### src/lpd_pkg.sv
package lpd_pkg;

	localparam int unsigned HeaderBytes = 4;
	localparam int unsigned ByteBits = 8;
	localparam int unsigned LenBits = 2 * ByteBits;

	typedef enum logic [2:0] {
		PH_ID      = 3'd0,
		PH_COMP    = 3'd1,
		PH_LEN_LO  = 3'd2,
		PH_LEN_HI  = 3'd3,
		PH_PAYLOAD = 3'd4
	} phase_t;

	// one result item as it leaves the parser
	typedef struct packed {
		logic                valid;
		logic [ByteBits-1:0] packet_id;
		logic                compressed;
		logic [ByteBits-1:0] payload_byte;
		logic                last;
		logic                empty_packet;
		logic                length_error;
	} result_t;

endpackage

### src/lpd_parser.sv
module lpd_parser import lpd_pkg::*; (
	input  logic                clk,
	input  logic                arst_n,
	input  logic                step,
	input  logic [ByteBits-1:0] rx_byte,
	output result_t             res
);

	phase_t              phase_q, phase_d;
	logic [ByteBits-1:0] id_q, id_d;
	logic                comp_q, comp_d;
	logic [ByteBits-1:0] len_lo_q, len_lo_d;
	logic [LenBits-1:0]  remain_q, remain_d;

	logic [LenBits-1:0]  total;
	logic [LenBits-1:0]  remain_dec;

	assign total      = {rx_byte, len_lo_q};
	assign remain_dec = (remain_q != '0) ? remain_q - LenBits'(1) : '0;

	// hold parser state; advance only on a step
	always_ff @(posedge clk or negedge arst_n) begin
		if (!arst_n) begin
			phase_q  <= PH_ID;
			id_q     <= '0;
			comp_q   <= 1'b0;
			len_lo_q <= '0;
			remain_q <= '0;
		end else if (step) begin
			phase_q  <= phase_d;
			id_q     <= id_d;
			comp_q   <= comp_d;
			len_lo_q <= len_lo_d;
			remain_q <= remain_d;
		end
	end

	// next state and result for one byte
	always_comb begin
		phase_d          = phase_q;
		id_d             = id_q;
		comp_d           = comp_q;
		len_lo_d         = len_lo_q;
		remain_d         = remain_q;
		res              = '0;
		res.packet_id    = id_q;
		res.compressed   = comp_q;
		unique case (phase_q)
			PH_COMP: begin
				comp_d  = (rx_byte != '0);
				phase_d = PH_LEN_LO;
			end
			PH_LEN_LO: begin
				len_lo_d = rx_byte;
				phase_d  = PH_LEN_HI;
			end
			PH_LEN_HI: begin
				if (total < LenBits'(HeaderBytes)) begin
					res.valid        = 1'b1;
					res.last         = 1'b1;
					res.length_error = 1'b1;
					phase_d          = PH_ID;
				end else if (total == LenBits'(HeaderBytes)) begin
					res.valid        = 1'b1;
					res.last         = 1'b1;
					res.empty_packet = 1'b1;
					phase_d          = PH_ID;
				end else begin
					remain_d = total - LenBits'(HeaderBytes);
					phase_d  = PH_PAYLOAD;
				end
			end
			PH_PAYLOAD: begin
				remain_d         = remain_dec;
				res.valid        = 1'b1;
				res.payload_byte = rx_byte;
				if (remain_dec == '0) begin
					res.last = 1'b1;
					phase_d  = PH_ID;
				end
			end
			default: begin
				id_d    = rx_byte;
				phase_d = PH_COMP;
			end
		endcase
	end

endmodule

### src/length_prefixed_packet_deframer_unit.sv
// Channel  Dir  Fields (low bit up)                           Last
// s_*      in   tdata: rx_byte[7:0]                           -
// m_*      out  tdata: packet_id[7:0], payload_byte[15:8]     tlast = last
//               tuser: compressed, empty_packet, length_error
//
// One byte per cycle sustained while the output is not stalled. A byte is
// registered on input, parsed by the header/payload state logic once the output
// register is free, and its result, if any, lands in the output register.
// Reset clears the parser to expect an id byte and empties both registers.
// A stalled output holds its item; the input stage keeps moving whenever the
// output register is free or being drained in the same cycle.
module length_prefixed_packet_deframer_unit import lpd_pkg::*; (
	input  logic        clk,
	input  logic        arst_n,
	input  logic        s_tvalid,
	output logic        s_tready,
	input  logic [7:0]  s_tdata,   // rx_byte
	output logic        m_tvalid,
	input  logic        m_tready,
	output logic [15:0] m_tdata,   // packet_id, payload_byte
	output logic        m_tlast,   // last
	output logic [2:0]  m_tuser    // compressed, empty_packet, length_error
);

	logic                valid_s1;
	logic [ByteBits-1:0] byte_s1;
	logic                out_free;
	logic                advance;
	result_t             res;
	result_t             res_load;
	result_t             out_q;

	assign out_free = !out_q.valid || m_tready;
	assign advance  = valid_s1 && out_free;
	assign s_tready = !valid_s1 || out_free;

	// capture input item
	always_ff @(posedge clk or negedge arst_n) begin
		if (!arst_n) begin
			valid_s1 <= 1'b0;
		end else if (s_tready) begin
			valid_s1 <= s_tvalid;
		end
	end

	always_ff @(posedge clk) begin
		if (s_tready && s_tvalid) begin
			byte_s1 <= s_tdata;
		end
	end

	lpd_parser u_parser (
		.clk     (clk),
		.arst_n  (arst_n),
		.step    (advance),
		.rx_byte (byte_s1),
		.res     (res)
	);

	// qualify the parser result with a real step
	always_comb begin
		res_load       = res;
		res_load.valid = advance && res.valid;
	end

	// load result register; drop when taken
	always_ff @(posedge clk or negedge arst_n) begin
		if (!arst_n) begin
			out_q <= '0;
		end else if (out_free) begin
			out_q <= res_load;
		end
	end

	assign m_tvalid = out_q.valid;
	assign m_tdata  = {out_q.payload_byte, out_q.packet_id};
	assign m_tlast  = out_q.last;
	assign m_tuser  = {out_q.length_error, out_q.empty_packet, out_q.compressed};

endmodule

### config.mk
export PLATFORM = sky130hd
export DESIGN_NAME = length_prefixed_packet_deframer_unit
export DESIGN_NICKNAME = d
export VERILOG_FILES = /design/src/lpd_pkg.sv /design/src/lpd_parser.sv /design/src/length_prefixed_packet_deframer_unit.sv
export SDC_FILE = /design/constraint.sdc
export NUM_CORES = 1
export LEC_CHECK = 0
export ABC_AREA = 1
export BUFFER_PORTS_ARGS = -buffer_cell sky130_fd_sc_hd__buf_2
export CAP_MARGIN = 10
export CORE_MARGIN = 4
export CORE_UTILIZATION = 64
export CTS_CLUSTER_DIAMETER = 30
export DETAILED_ROUTE_END_ITERATION = 10
export PLACE_DENSITY_LB_ADDON = 0.1
export SLEW_MARGIN = 20
export SYNTH_ARGS = -nofsm -noshare
export SYNTH_HDL_FRONTEND = slang
export SYNTH_HIERARCHICAL = 1
export SYNTH_SLANG_ARGS = --single-unit
### constraint.sdc
create_clock -name clk -period 6.3 [get_ports clk]
set_clock_uncertainty 0.15 [all_clocks]
set_input_delay 0.315 -clock clk [delete_from_list [all_inputs] [get_ports clk]]
set_output_delay 0.315 -clock clk [all_outputs]
set_load 0.05 [all_outputs]
Word-level counts from Yosys, hierarchy flattened. Index checks and enable logic that the tools add are counted.

Output and inout port bits: 22. Input bits: 12. Bits in registers: 66.

Eq/ne operators: 8. $lt $le $gt $ge: 1. Mux-type cells: 19. $add $sub $neg: 2. Reductions and logical operators: 17. Bitwise gates (word level): 1.

Operators by type and width (count): $mux W16 (3); $pmux W16 S2 (1); $eq A16 B3 Y1 const B (1); $logic_not A16 Y1 (1); $lt A16 B3 Y1 const B (1); $reduce_bool A16 Y1 (1); $sub A16 B1 Y16 const B (1); $sub A16 B3 Y16 const B (1); $pmux W3 S4 (1); $mux W3 (3); $mux W8 (1); $reduce_and A2 Y1 (4); $reduce_bool A8 Y1 (1); $eq A3 B2 Y1 const B (2); $mux W1 (6); $mux W2 (2); $ne A2 B2 Y1 const B (2); $pmux W1 S2 (2); $reduce_and A4 Y1 (1); $reduce_or A4 Y1 (1); $eq A3 B1 Y1 const B (1); $eq A3 B3 Y1 const B (1); $logic_and A1 B1 Y1 (3); $logic_not A1 Y1 (2); other kinds (4) (5).

Logic depth before layout (Yosys ltp). Gate-level depths: netlist of the first run.

Depth in word-level cells: 5. Gate-level depth with buffers: 16. Gate-level depth less buffers: 16.

Modules after synthesis. The synthesis of the first run kept the hierarchy.

Modules (own cells, without submodules): lpd_parser (sequential area each 900.9 um^2, instances 1, area each 2547.4 um^2, cells an instance 377); length_prefixed_packet_deframer_unit (sequential area each 790.8 um^2, instances 1, area each 1113.6 um^2, cells an instance 106).

Least setup slack after synthesis of the first run. OpenSTA, ideal clock, no wires.

Kind: register -> register. Start point: register out_q, in the netlist m_tvalid. End point: register u_parser.id_q[5]. Period minus slack after synthesis: 2.357 ns. Setup time: 0.077 ns. Cell stages (with the launch flop): 7. Required time: 6.073 ns. Path slack: 3.943 ns. Data arrival time: 2.129 ns. Cell sequence: dfrtp_1 > a21boi_0 > inv_1 > nor4_4 > buf_2 > nor2_1 > a21oi_1.

Longest elaborated chain between the ends: 4.

RTL lines: start, declared (line length_prefixed_packet_deframer_unit.sv:31) `result_t out_q;`; start signal, assigned (line length_prefixed_packet_deframer_unit.sv:71) `out_q <= res_load;`; $logic_not A1 Y1 (line length_prefixed_packet_deframer_unit.sv:33) `assign out_free = !out_q.valid || m_tready;`; $logic_or A1 B1 Y1 (line length_prefixed_packet_deframer_unit.sv:33); $logic_and A1 B1 Y1 (line length_prefixed_packet_deframer_unit.sv:34) `assign advance = valid_s1 && out_free;`; net advance (line length_prefixed_packet_deframer_unit.sv:28) `logic advance;`; $reduce_and A2 Y1 (no line); end signal, assigned (line lpd_parser.sv:31) `id_q <= id_d;`; end, declared (line lpd_parser.sv:10) `logic [ByteBits-1:0] id_q, id_d;`.

The timed path passes the listed nets, and every way through them passes these cells. A chain may end at the register's enable or synchronous reset.

Worst setup path after layout of the first run.
Start point: register out_q, in the netlist m_tvalid. End point: register u_parser.remain_q[8].

Longest elaborated chain between the ends: 4.

RTL lines: $logic_not A1 Y1 (line length_prefixed_packet_deframer_unit.sv:33); $logic_or A1 B1 Y1 (line length_prefixed_packet_deframer_unit.sv:33); $logic_and A1 B1 Y1 (line length_prefixed_packet_deframer_unit.sv:34); net advance (line length_prefixed_packet_deframer_unit.sv:28); $reduce_and A4 Y1 (no line); end signal, assigned (line lpd_parser.sv:34) `remain_q <= remain_d;`; end, declared (line lpd_parser.sv:13) `logic [LenBits-1:0] remain_q, remain_d;`.

The timed path passes the listed nets, and every way through them passes these cells.

==> out/summary.txt, run 1 <==
Final period util - 47.1%
Cell mode on critical path - o21ai_0
Row count - 27
Layout Cell Area excl Fill - 0.00411 mm^2
TritonRoute pass-1 iters - 6
Ratio of cells with drive above 1 in the final layout - 13.7%
Synth top area cells - dfrtp_1, nand2_1, nand3_1
Max VDD drop - 0.264 mV
Post-synthesis sequential area ratio - 46.2%
Clock tree buffer depth - 2
Pin count of the biggest net entering global routing - 59
Syn Inst Count - 483
CP Capture Type - register
Final number of setup-violating endpoints - 0
Hold Vio Cnt, Final - 0
Die Wd - 83.6 um
WL/cell - 14.7 um
Hold Path Class - in -> reg
DRC - 0
Crit-path max FO - 28
Crit path cell chain - a21boi_0 -> o21ai_2 -> nor2_2 -> inv_2 -> a21oi_1 -> o21ai_0 -> o21ai_0
Post-synth EDFFs - 8
Vias in the first global route - 3207
Met3 WL - 694 um
Slowest stage cell, crit path - nor2_2
Global placement routability congestion - 0.920
Met2 WL post-DR - 4060 um
DPL Wire Length - 6280 um
Remaining global-route overflow - 0
WL met1 - 3850 um
Status - complete, no violations
Worst EP arrival - 3.07 ns
Syn nets - 498
Critical Path Start Type - register
Yosys cell types - 37
Final antenna-violating net count - 0
First-pass GRT wire length - 15000 um
Root Driver - clkbuf_8
Vias - 3384
Layout area overhead - 12.3%
PwrDens - 468 mW/mm^2
Fin nets - 537
N_diodes - 0
WL final - 8810 um
Ys flop type - dfrtp_1
Synthesized area - 0.00366 mm^2
Worst hold slack - 0.0278 ns
Min Tclk post-route - 2.97 ns
Worst slew margin - 38.9%
Fin Setup TNS - 0 ns
#FFs+latches synth - 66
Peak Freq - 337 MHz
P_leak - 2.06 nW
Ys Warns - 6
Unrepaired setup endpoints after global routing - no
CTS tree - yes
Most common cell after layout, fill and taps aside - nand2_1
H-tree depth - 3
Worst setup path category - reg -> reg
Req. time, crit path - 6.40 ns
# IOs - 34
CP max stage delay - 0.74 ns
Top-area cell type share of the netlist area - 39.6%
Worst skew pair latency - 0.34 ns
Max-cap violations - 0
Final Max Tran Viols - 0
Sinks on Clock Net - 66
Initial core utilization - 66.1%
Area after DPL - 0.00384 mm^2
Ys async rst share - 87.9%
Die Y-Extent - 83.6 um
TritonCTS Buffers - 9
Slew @ Worst Pin - 0.916 ns
Initial DRC Count - 436
Commonest cells after routing, fill and taps aside - nand2_1, nor2_1, dfrtp_1
Port-buffer cells - 33
Die ar. - 0.00699 mm^2
Gr usage total - 26.6%
DR vias/cell - 5.65
Cell taking the most area after synthesis - dfrtp_1
Core Region - 0.00554 mm^2
Worst-path clk slew - 0.06 ns
Post-cts sizing count - 0
Synth Area per Inst - 7.58 um^2
Highest Signal Layer - met4
Antenna violations before repair - 0
where the power goes:
part / total, mW / internal, mW / switching [mW]
sequential: 0.715 / 0.582 / 0.133
clock: 0.338 / 0.181 / 0.156
combinational: 0.873 / 0.253 / 0.620
total: 1.93 / 1.02 / 0.909
cell families (layout without fill, tap and decap cells):
| group | count (synthesis) | count (layout) | synth area share (%) |
|---|---|---|---|
| and+or+nand+nor | 264 | 264 | 31.7 |
| AOI/OAI and AO/OA | 72 | 72 | 11.0 |
| buffers and inverters | 70 | 114 | 8.13 |
| DFF | 66 | 66 | 46.2 |
| xor gates and xnor gates | 8 | 8 | 1.91 |
| adders and majority gates | 3 | 3 | 1.03 |
final timing paths:
check | end | cells past startpoint | start | slack [ns]
min reg2reg | u_parser/len_lo_q[7] | 2 | byte_s1[7] | 0.34
max | u_parser/remain_q[8] | 7 | m_tvalid | 3.33
min | valid_s1 | 3 | s_tvalid | 0.03
min in group asynchronous | u_parser/remain_q[3] | 3 | arst_n | 0.50
max reg2reg | u_parser/remain_q[8] | 7 | m_tvalid | 3.33
max in group asynchronous | u_parser/phase_q[2] | 3 | arst_n | 5.02
timing repair:
action	4_1_cts	5_1_grt
hold endpoints to repair	51	1
buffers inserted	0	0
hold buffers	8	1
cell type report:
type                            count  area, um^2
Clock buffer                       11         131
Clock inverter                      5        55.1
Fill cell                         427        1430
Inverter                           54         203
Multi-Input combinational cell    347        1670
Sequential cell                    66        1690
Tap cell                           72        90.1
Timing Repair Buffer               44         270
Yosys cell counts (2+ instances only):
library cell,number
a31oi_1,3
nor3_2,2
edfxtp_1,8
ha_1,3
a21oi_1,20
xor2_1,7
o311ai_0,2
o221ai_1,2
nor3_1,3
nand2_2,4
buf_4,2
nand2_1,123
o21ai_0,34
dfrtp_1,58
nor2_1,63
nor2_4,2
nand3_1,51
inv_1,52
buf_6,2
nor2_2,8
o211ai_1,4
nand4_1,5
o21ai_1,2
inv_2,2
buf_2,9
registers in the layout, summed over array words and instances (netlist names), 3 cells and up:
register           flops
byte_s1                8
m_tdata               16
m_tuser                3
u_parser/id_q          8
u_parser/len_lo_q      8
u_parser/phase_q       3
u_parser/remain_q     16
critical path, delay by kind of cell (launching register included):
family / cells / cell delay (ns)
AOI/OAI and AO/OA: 5 / 1.19
and+or+nand+nor: 1 / 0.74
DFF: 1 / 0.64
buffers and inverters: 1 / 0.16
metrics by stage:
stage	power, mW	util, %	setup WS (ns)	std cells
floorplan	1.36	-	3.94	483
global placement	1.54	69.2	3.57	574
detailed placement	1.57	69.2	3.49	574
CTS	1.91	74.1	3.39	598
global route	2.08	74.2	3.15	599
finish	1.93	74.2	3.33	599
per-layer routing:
metal,GRT usage [%],up-vias
met5,0,-
met4,9.06,0
met3,6.02,24
met2,41.8,153
met1,36.4,1564
li1,-,1643
No activity file was read; power rests on OpenSTA's default activity.
==> run 2, diff against run 1 <==
Settings changed: CORE_UTILIZATION 64 to 59.
Clock period 6.3 ns to 3 ns, I/O delays scaled along.
==> run 2 against run 1 <==
  * Combinational power is 110% higher
  * First-iteration DRC count decreased by 26%
  * Wire length is 2.8% higher
  * Setup slack got worse by 2.8 ns
==> out/summary.txt, run 2 (synthesis results as in run 1) <==
Status - complete, no violations (unchanged)
Final period util - 83.4% (was 47.1%)
DR vias/cell - 5.64 (was 5.65)
Remaining global-route overflow - 0 (unchanged)
Crit-path max FO - 17 (was 28)
Worst setup path category - reg -> reg (unchanged)
Final Power - 4.16 mW (was 1.93 mW)
DRC - 0 (unchanged)
WL/cell - 14.9 um (was 14.7 um)
Vias - 3426 (was 3384)
Row count - 28 (was 27)
Fill count - 499 (was 427)
Req. time, crit path - 3.12 ns (was 6.40 ns)
P_leak - 2.10 nW (was 2.06 nW)
Fin Setup TNS - 0 ns (unchanged)
M3 GR Usage - 4.85% (was 6.02%)
Layout area overhead - 14.6% (was 12.3%)
Port-buffer cells - 33 (unchanged)
Vias in the first global route - 3205 (was 3207)
Max VDD drop - 0.583 mV (was 0.264 mV)
Max-cap violations - 0 (unchanged)
Core Region - 0.00596 mm^2 (was 0.00554 mm^2)
Post-cts sizing count - 0 (unchanged)
Hold Path Class - in -> reg (unchanged)
First-pass GRT wire length - 15300 um (was 15000 um)
Fin nets - 542 (was 537)
Ratio of cells with drive above 1 in the final layout - 14.7% (was 13.7%)
Worst-path clk slew - 0.08 ns (was 0.06 ns)
Die Wd - 86.8 um (was 83.6 um)
TritonRoute pass-1 iters - 5 (was 6)
Worst hold slack - 0.159 ns (was 0.0278 ns)
R2R Setup Slk - 0.50 ns (was 3.33 ns)
Most common cell after layout, fill and taps aside - nand2_1 (unchanged)
Antenna violations before repair - 0 (unchanged)
Met1 usage - 35.6% (was 36.4%)
Clock tree buffer depth - 2 (unchanged)
Peak Freq - 400 MHz (was 337 MHz)
PwrDens - 992 mW/mm^2 (was 468 mW/mm^2)
CP Capture Type - register (unchanged)
Hold Vio Cnt, Final - 0 (unchanged)
Sinks on Clock Net - 66 (unchanged)
Commonest cells after routing, fill and taps aside - nand2_1, nor2_1, dfrtp_1 (unchanged)
Initial core utilization - 61.5% (was 66.1%)
Worst slew margin - 42.6% (was 38.9%)
Worst skew pair latency - 0.34 ns (about the same)
H-tree depth - 3 (unchanged)
# hold bufs at CTS - 10 (was 8)
Routing usage on met2 - 41.6% (was 41.8%)
CTS tree - yes (unchanged)
# IOs - 34 (unchanged)
Final antenna-violating net count - 0 (unchanged)
Global placement routability congestion - 0.965 (was 0.920)
Root Driver - clkbuf_8 (unchanged)
Final Max Tran Viols - 0 (unchanged)
TritonCTS Buffers - 9 (unchanged)
WL final - 9060 um (was 8810 um)
Unrepaired setup endpoints after global routing - no (unchanged)
Gr usage total - 25.8% (was 26.6%)
Slew @ Worst Pin - 0.854 ns (was 0.916 ns)
Min Tclk post-route - 2.50 ns (was 2.97 ns)
Die Y-Extent - 86.8 um (was 83.6 um)
DPL Wire Length - 6360 um (was 6280 um)
Final number of setup-violating endpoints - 0 (unchanged)
Busiest grt layer - met2 (unchanged)
Initial DRC Count - 322 (was 436)
Worst EP arrival - 2.62 ns (was 3.07 ns)
Pin count of the biggest net entering global routing - 47 (was 59)
N_diodes - 0 (unchanged)
Die ar. - 0.00753 mm^2 (was 0.00699 mm^2)
Critical Path Start Type - register (unchanged)
Setup bufs post-CTS - 0 (unchanged)
[run 2: cell count changes in the layout (fill, tap and decap cells not counted)]
cell,previous run,this run
clkbuf_1,2,0
clkinv_2,2,1
buf_4,2,7
buf_2,33,32
clkbuf_16,0,1
clkbuf_8,9,10
inv_6,0,1
dlygate4sd3_1,9,10
[run 2: final timing paths]
path,start,end,cells after the start
setup / recovery,m_tvalid,u_parser/id_q[7],5
hold / removal,m_tready,m_tdata[1],5
setup reg to reg,m_tvalid,u_parser/id_q[7],5
hold reg to reg,u_parser/id_q[6],m_tdata[6],2
max in group asynchronous,arst_n,valid_s1,3
min in group asynchronous,arst_n,u_parser/remain_q[6],2
[run 2: metal layers]
layer | up-vias | wire length, um
met4 | 0 | 132
met5 | - | 0
met3 | 15 | 568
li1 | 1651 | -
met2 | 147 | 4260
met1 | 1613 | 4100
[run 2: worst max-delay path, stage by stage (launching register included)]
cell,delay [ns]
dfrtp_1,0.37
a21boi_0,0.58
inv_1,0.25
nor4_4,0.83
nor2_1,0.11
a21oi_1,0.15
[run 2: report_power, final]
group,internal [mW],switching (mW),total (mW)
logic,0.548,1.31,1.86
registers,1.22,0.266,1.49
clock network,0.458,0.353,0.811
total,2.23,1.93,4.16
[run 2: per-stage QoR]
stage               cells  worst slack, ns  utilization [%]  instance area (um^2)
global route          607            0.228             70.4                  4190
global placement      581            0.562             65.0                  3870
CTS                   607            0.514             70.4                  4190
finish                607            0.497             70.4                  4190
detailed placement    581            0.519             65.0                  3870
floorplan             483            0.643                -                  3660
[run 2: cell type report]
class / count / area, um^2 / share of cell area (%)
timing repair buffer: 49 / 313 / 7.46
inverter: 54 / 203 / 4.83
tap: 75 / 93.8 / 2.24
multi-input combinational: 347 / 1670 / 39.9
clock buffer: 11 / 163 / 3.88
sequential: 66 / 1690 / 40.3
clock inverter: 5 / 58.8 / 1.40
==> run 3, diff against run 2 <==
Settings changed: ABC_AREA 1 to 0, CORE_UTILIZATION 59 to 53.
Clock period 3 ns to 2.2 ns, I/O delays scaled along.
==> run 3 against run 2 <==
  * Synthesized area down 3.2%
  * Via count shrank 15%
  * Die area rose by 7.0%
  * Utilization grew 0.36 points
  * Critical path type unchanged
  * Highest routed layer unchanged
  * Final cell count decreased by 18%
  * Total power up 49%
  * The run now ends with negative setup slack left
  * Non-clock buffer count up 44
==> out/summary.txt, run 3 <==
Commonest cells after routing, fill and taps aside - dfrtp_1, buf_4, buf_2 (was nand2_1, nor2_1, dfrtp_1)
Sinks on Clock Net - 66 (unchanged)
Post-synthesis sequential area ratio - 47.7% (was 46.2%)
DR vias/cell - 5.80 (was 5.64)
Worst hold slack - 0.161 ns (was 0.159 ns)
Most frequent cell after synthesis - dfrtp_1 (was nand2_1)
Syn nets - 345 (was 498)
Setup ws final - -0.152 ns (was 0.497 ns)
R2R Setup Slk - -0.15 ns (was 0.50 ns)
Final antenna-violating net count - 0 (unchanged)
Gr usage total - 24.1% (was 25.8%)
Syn Inst Count - 330 (was 483)
Global placement routability congestion - 0.899 (was 0.965)
Top-area cell type share of the netlist area - 41.0% (was 39.6%)
Worst setup path category - reg -> reg (unchanged)
Ys async rst share - 87.9% (unchanged)
Initial core utilization - 55.2% (was 61.5%)
DRC - 0 (unchanged)
H-tree depth - 3 (unchanged)
First-pass GRT wire length - 15400 um (was 15300 um)
Worst-path clk slew - 0.08 ns (about the same)
Remaining global-route overflow - 0 (unchanged)
Antenna violations before repair - 0 (unchanged)
Final cell count without fillers - 500 (was 607)
#FFs+latches synth - 66 (unchanged)
Max-cap violations - 0 (unchanged)
Req. time, crit path - 2.29 ns (was 3.12 ns)
Worst skew pair latency - 0.35 ns (was 0.34 ns)
Die ar. - 0.00806 mm^2 (was 0.00753 mm^2)
Row count - 29 (was 28)
Min Tclk post-route - 2.35 ns (was 2.50 ns)
Unrepaired setup endpoints after global routing - yes (was no)
Crit-path max FO - 10 (was 17)
Die Wd - 89.8 um (was 86.8 um)
WL final - 9210 um (was 9060 um)
Port-buffer cells - 33 (unchanged)
Final period util - 107% (was 83.4%)
Most common cell after layout, fill and taps aside - dfrtp_1 (was nand2_1)
DPL Wire Length - 6260 um (was 6360 um)
Max VDD drop - 0.774 mV (was 0.583 mV)
Core Region - 0.00642 mm^2 (was 0.00596 mm^2)
P_leak - 2.09 nW (was 2.10 nW)
Pin count of the biggest net entering global routing - 34 (was 47)
Hold Vio Cnt, Final - 0 (unchanged)
Initial DRC Count - 281 (was 322)
Yosys cell types - 52 (was 37)
Status - complete, but fails checks (was complete, no violations)
Clock tree buffer depth - 2 (unchanged)
CTS tree - yes (unchanged)
PwrDens - 1370 mW/mm^2 (was 992 mW/mm^2)
Fin nets - 433 (was 542)
Root Driver - clkbuf_8 (unchanged)
Ys flop type - dfrtp_1 (unchanged)
Critical Path Start Type - register (unchanged)
Hold Path Class - in -> async (was in -> reg)
TritonCTS Buffers - 9 (unchanged)
CP Capture Type - register (unchanged)
Vias - 2898 (was 3426)
Fill count - 483 (was 499)
Cell taking the most area after synthesis - dfrtp_1 (unchanged)
DP Cell Count - 470 (was 581)
WL/cell - 18.4 um (was 14.9 um)
Synthesized area - 0.00354 mm^2 (was 0.00366 mm^2)
Synth Area per Inst - 10.7 um^2 (was 7.58 um^2)
Final number of setup-violating endpoints - 21 (was 0)
Peak Freq - 425 MHz (was 400 MHz)
Vias in the first global route - 2916 (was 3205)
Worst EP arrival - 2.44 ns (was 2.62 ns)
Layout area overhead - 28.3% (was 14.6%)
Synth top area cells - dfrtp_1, mux2_4, edfxtp_1 (was dfrtp_1, nand2_1, nand3_1)
Worst slew margin - 38.1% (was 42.6%)
N_diodes - 0 (unchanged)
Post-layout util - 70.8% (was 70.4%)
TritonRoute pass-1 iters - 5 (unchanged)
Ratio of cells with drive above 1 in the final layout - 37.8% (was 14.7%)
Fin Setup TNS - -2.31 ns (was 0 ns)
Die Y-Extent - 89.8 um (was 86.8 um)
Final Max Tran Viols - 0 (unchanged)
Slew @ Worst Pin - 0.919 ns (was 0.854 ns)
Failing checks - negative setup slack
Post-synth EDFFs - 8 (unchanged)
Ys Warns - 6 (unchanged)
# IOs - 34 (unchanged)
Synth top cells by count - dfrtp_1, nand2_1, nor2_1, o21ai_0, mux2_4 (was nand2_1, nor2_1, dfrtp_1, inv_1, nand3_1)
==> run 3: cell count changes after synthesis, moves of 12 or more <==
cell,delta
nand3_1,-44
nor2_1,-41
nand2_1,-94
o21ai_0,-13
mux2_2,+17
nor3_1,+12
inv_1,-46
mux2_4,+18
==> run 3: critical path, cell delays in order, from the launching register on <==
cell,delay [ns]
edfxtp_1,0.39
or4_4,0.55
or4_4,0.45
nor3_4,0.19
buf_6,0.15
a21oi_4,0.11
a22o_1,0.27
==> run 3: kinds of logic (layout without fill, tap and decap cells) <==
family	Yosys count	count (layout)	synth area share, %
buffers and inverters	23	115	3.35
DFF	66	66	47.7
and+or+nand+nor	119	119	18.3
xor gates and xnor gates	15	15	3.71
AOI/OAI and AO/OA	68	69	12.5
muxes	36	36	13.3
adders and majority gates	3	3	1.06
==> run 3: area by class of cell <==
class | instances | area (um^2) | share of cell area (%)
inverter | 6 | 22.5 | 0.495
clock buffer | 9 | 124 | 2.73
tap | 77 | 96.3 | 2.12
multi-input combinational | 242 | 1830 | 40.4
timing repair buffer | 93 | 676 | 14.9
clock inverter | 7 | 100 | 2.20
sequential | 66 | 1690 | 37.2
==> run 3: final timing paths <==
kind	end	startpoint	cells past startpoint
worst min-delay path	m_tdata[7]	arst_n	2
worst max register to register	u_parser/remain_q[9]	byte_s1[1]	6
max in group asynchronous	u_parser/len_lo_q[6]	arst_n	3
worst max-delay path	u_parser/remain_q[9]	byte_s1[1]	6
worst min register to register	m_tdata[8]	m_tdata[8]	1
min in group clk	m_tvalid	m_tready	4
==> run 3: per-layer routing <==
layer | GRT usage [%] | vias up | wire (um)
li1 | - | 1379 | -
met1 | 34.7 | 1410 | 4310
met2 | 36.0 | 95 | 4290
met3 | 6.59 | 14 | 504
met4 | 6.51 | 0 | 104
met5 | 0 | - | 0
==> run 3: power breakdown <==
group | switching (mW) | total, mW | internal [mW]
clock | 0.508 | 1.16 | 0.650
combinational | 1.82 | 3.16 | 1.33
sequential | 0.289 | 1.89 | 1.60
==> run 3: through the flow <==
| step | cell area, um^2 | power, mW | setup WS, ns |
|---|---|---|---|
| detailed placement | 4110 | 4.86 | -0.196 |
| CTS | 4530 | 6.16 | -0.119 |
| finish | 4550 | 6.21 | -0.152 |
| floorplan | 3570 | 3.90 | -0.191 |
| global placement | 4110 | 4.80 | -0.115 |
| global route | 4550 | 6.57 | -0.246 |
==> run 3: repair_timing <==
item | 4_1_cts | 5_1_grt
cloned | 1 | 0
hold endpoints to repair | 34 | 0
setup buffers | 2 | 0
pin swaps | 7 | 2
endpoints found under the setup margin | 20 | 21
hold buffers | 11 | 0
gates resized for setup | 15 | 5
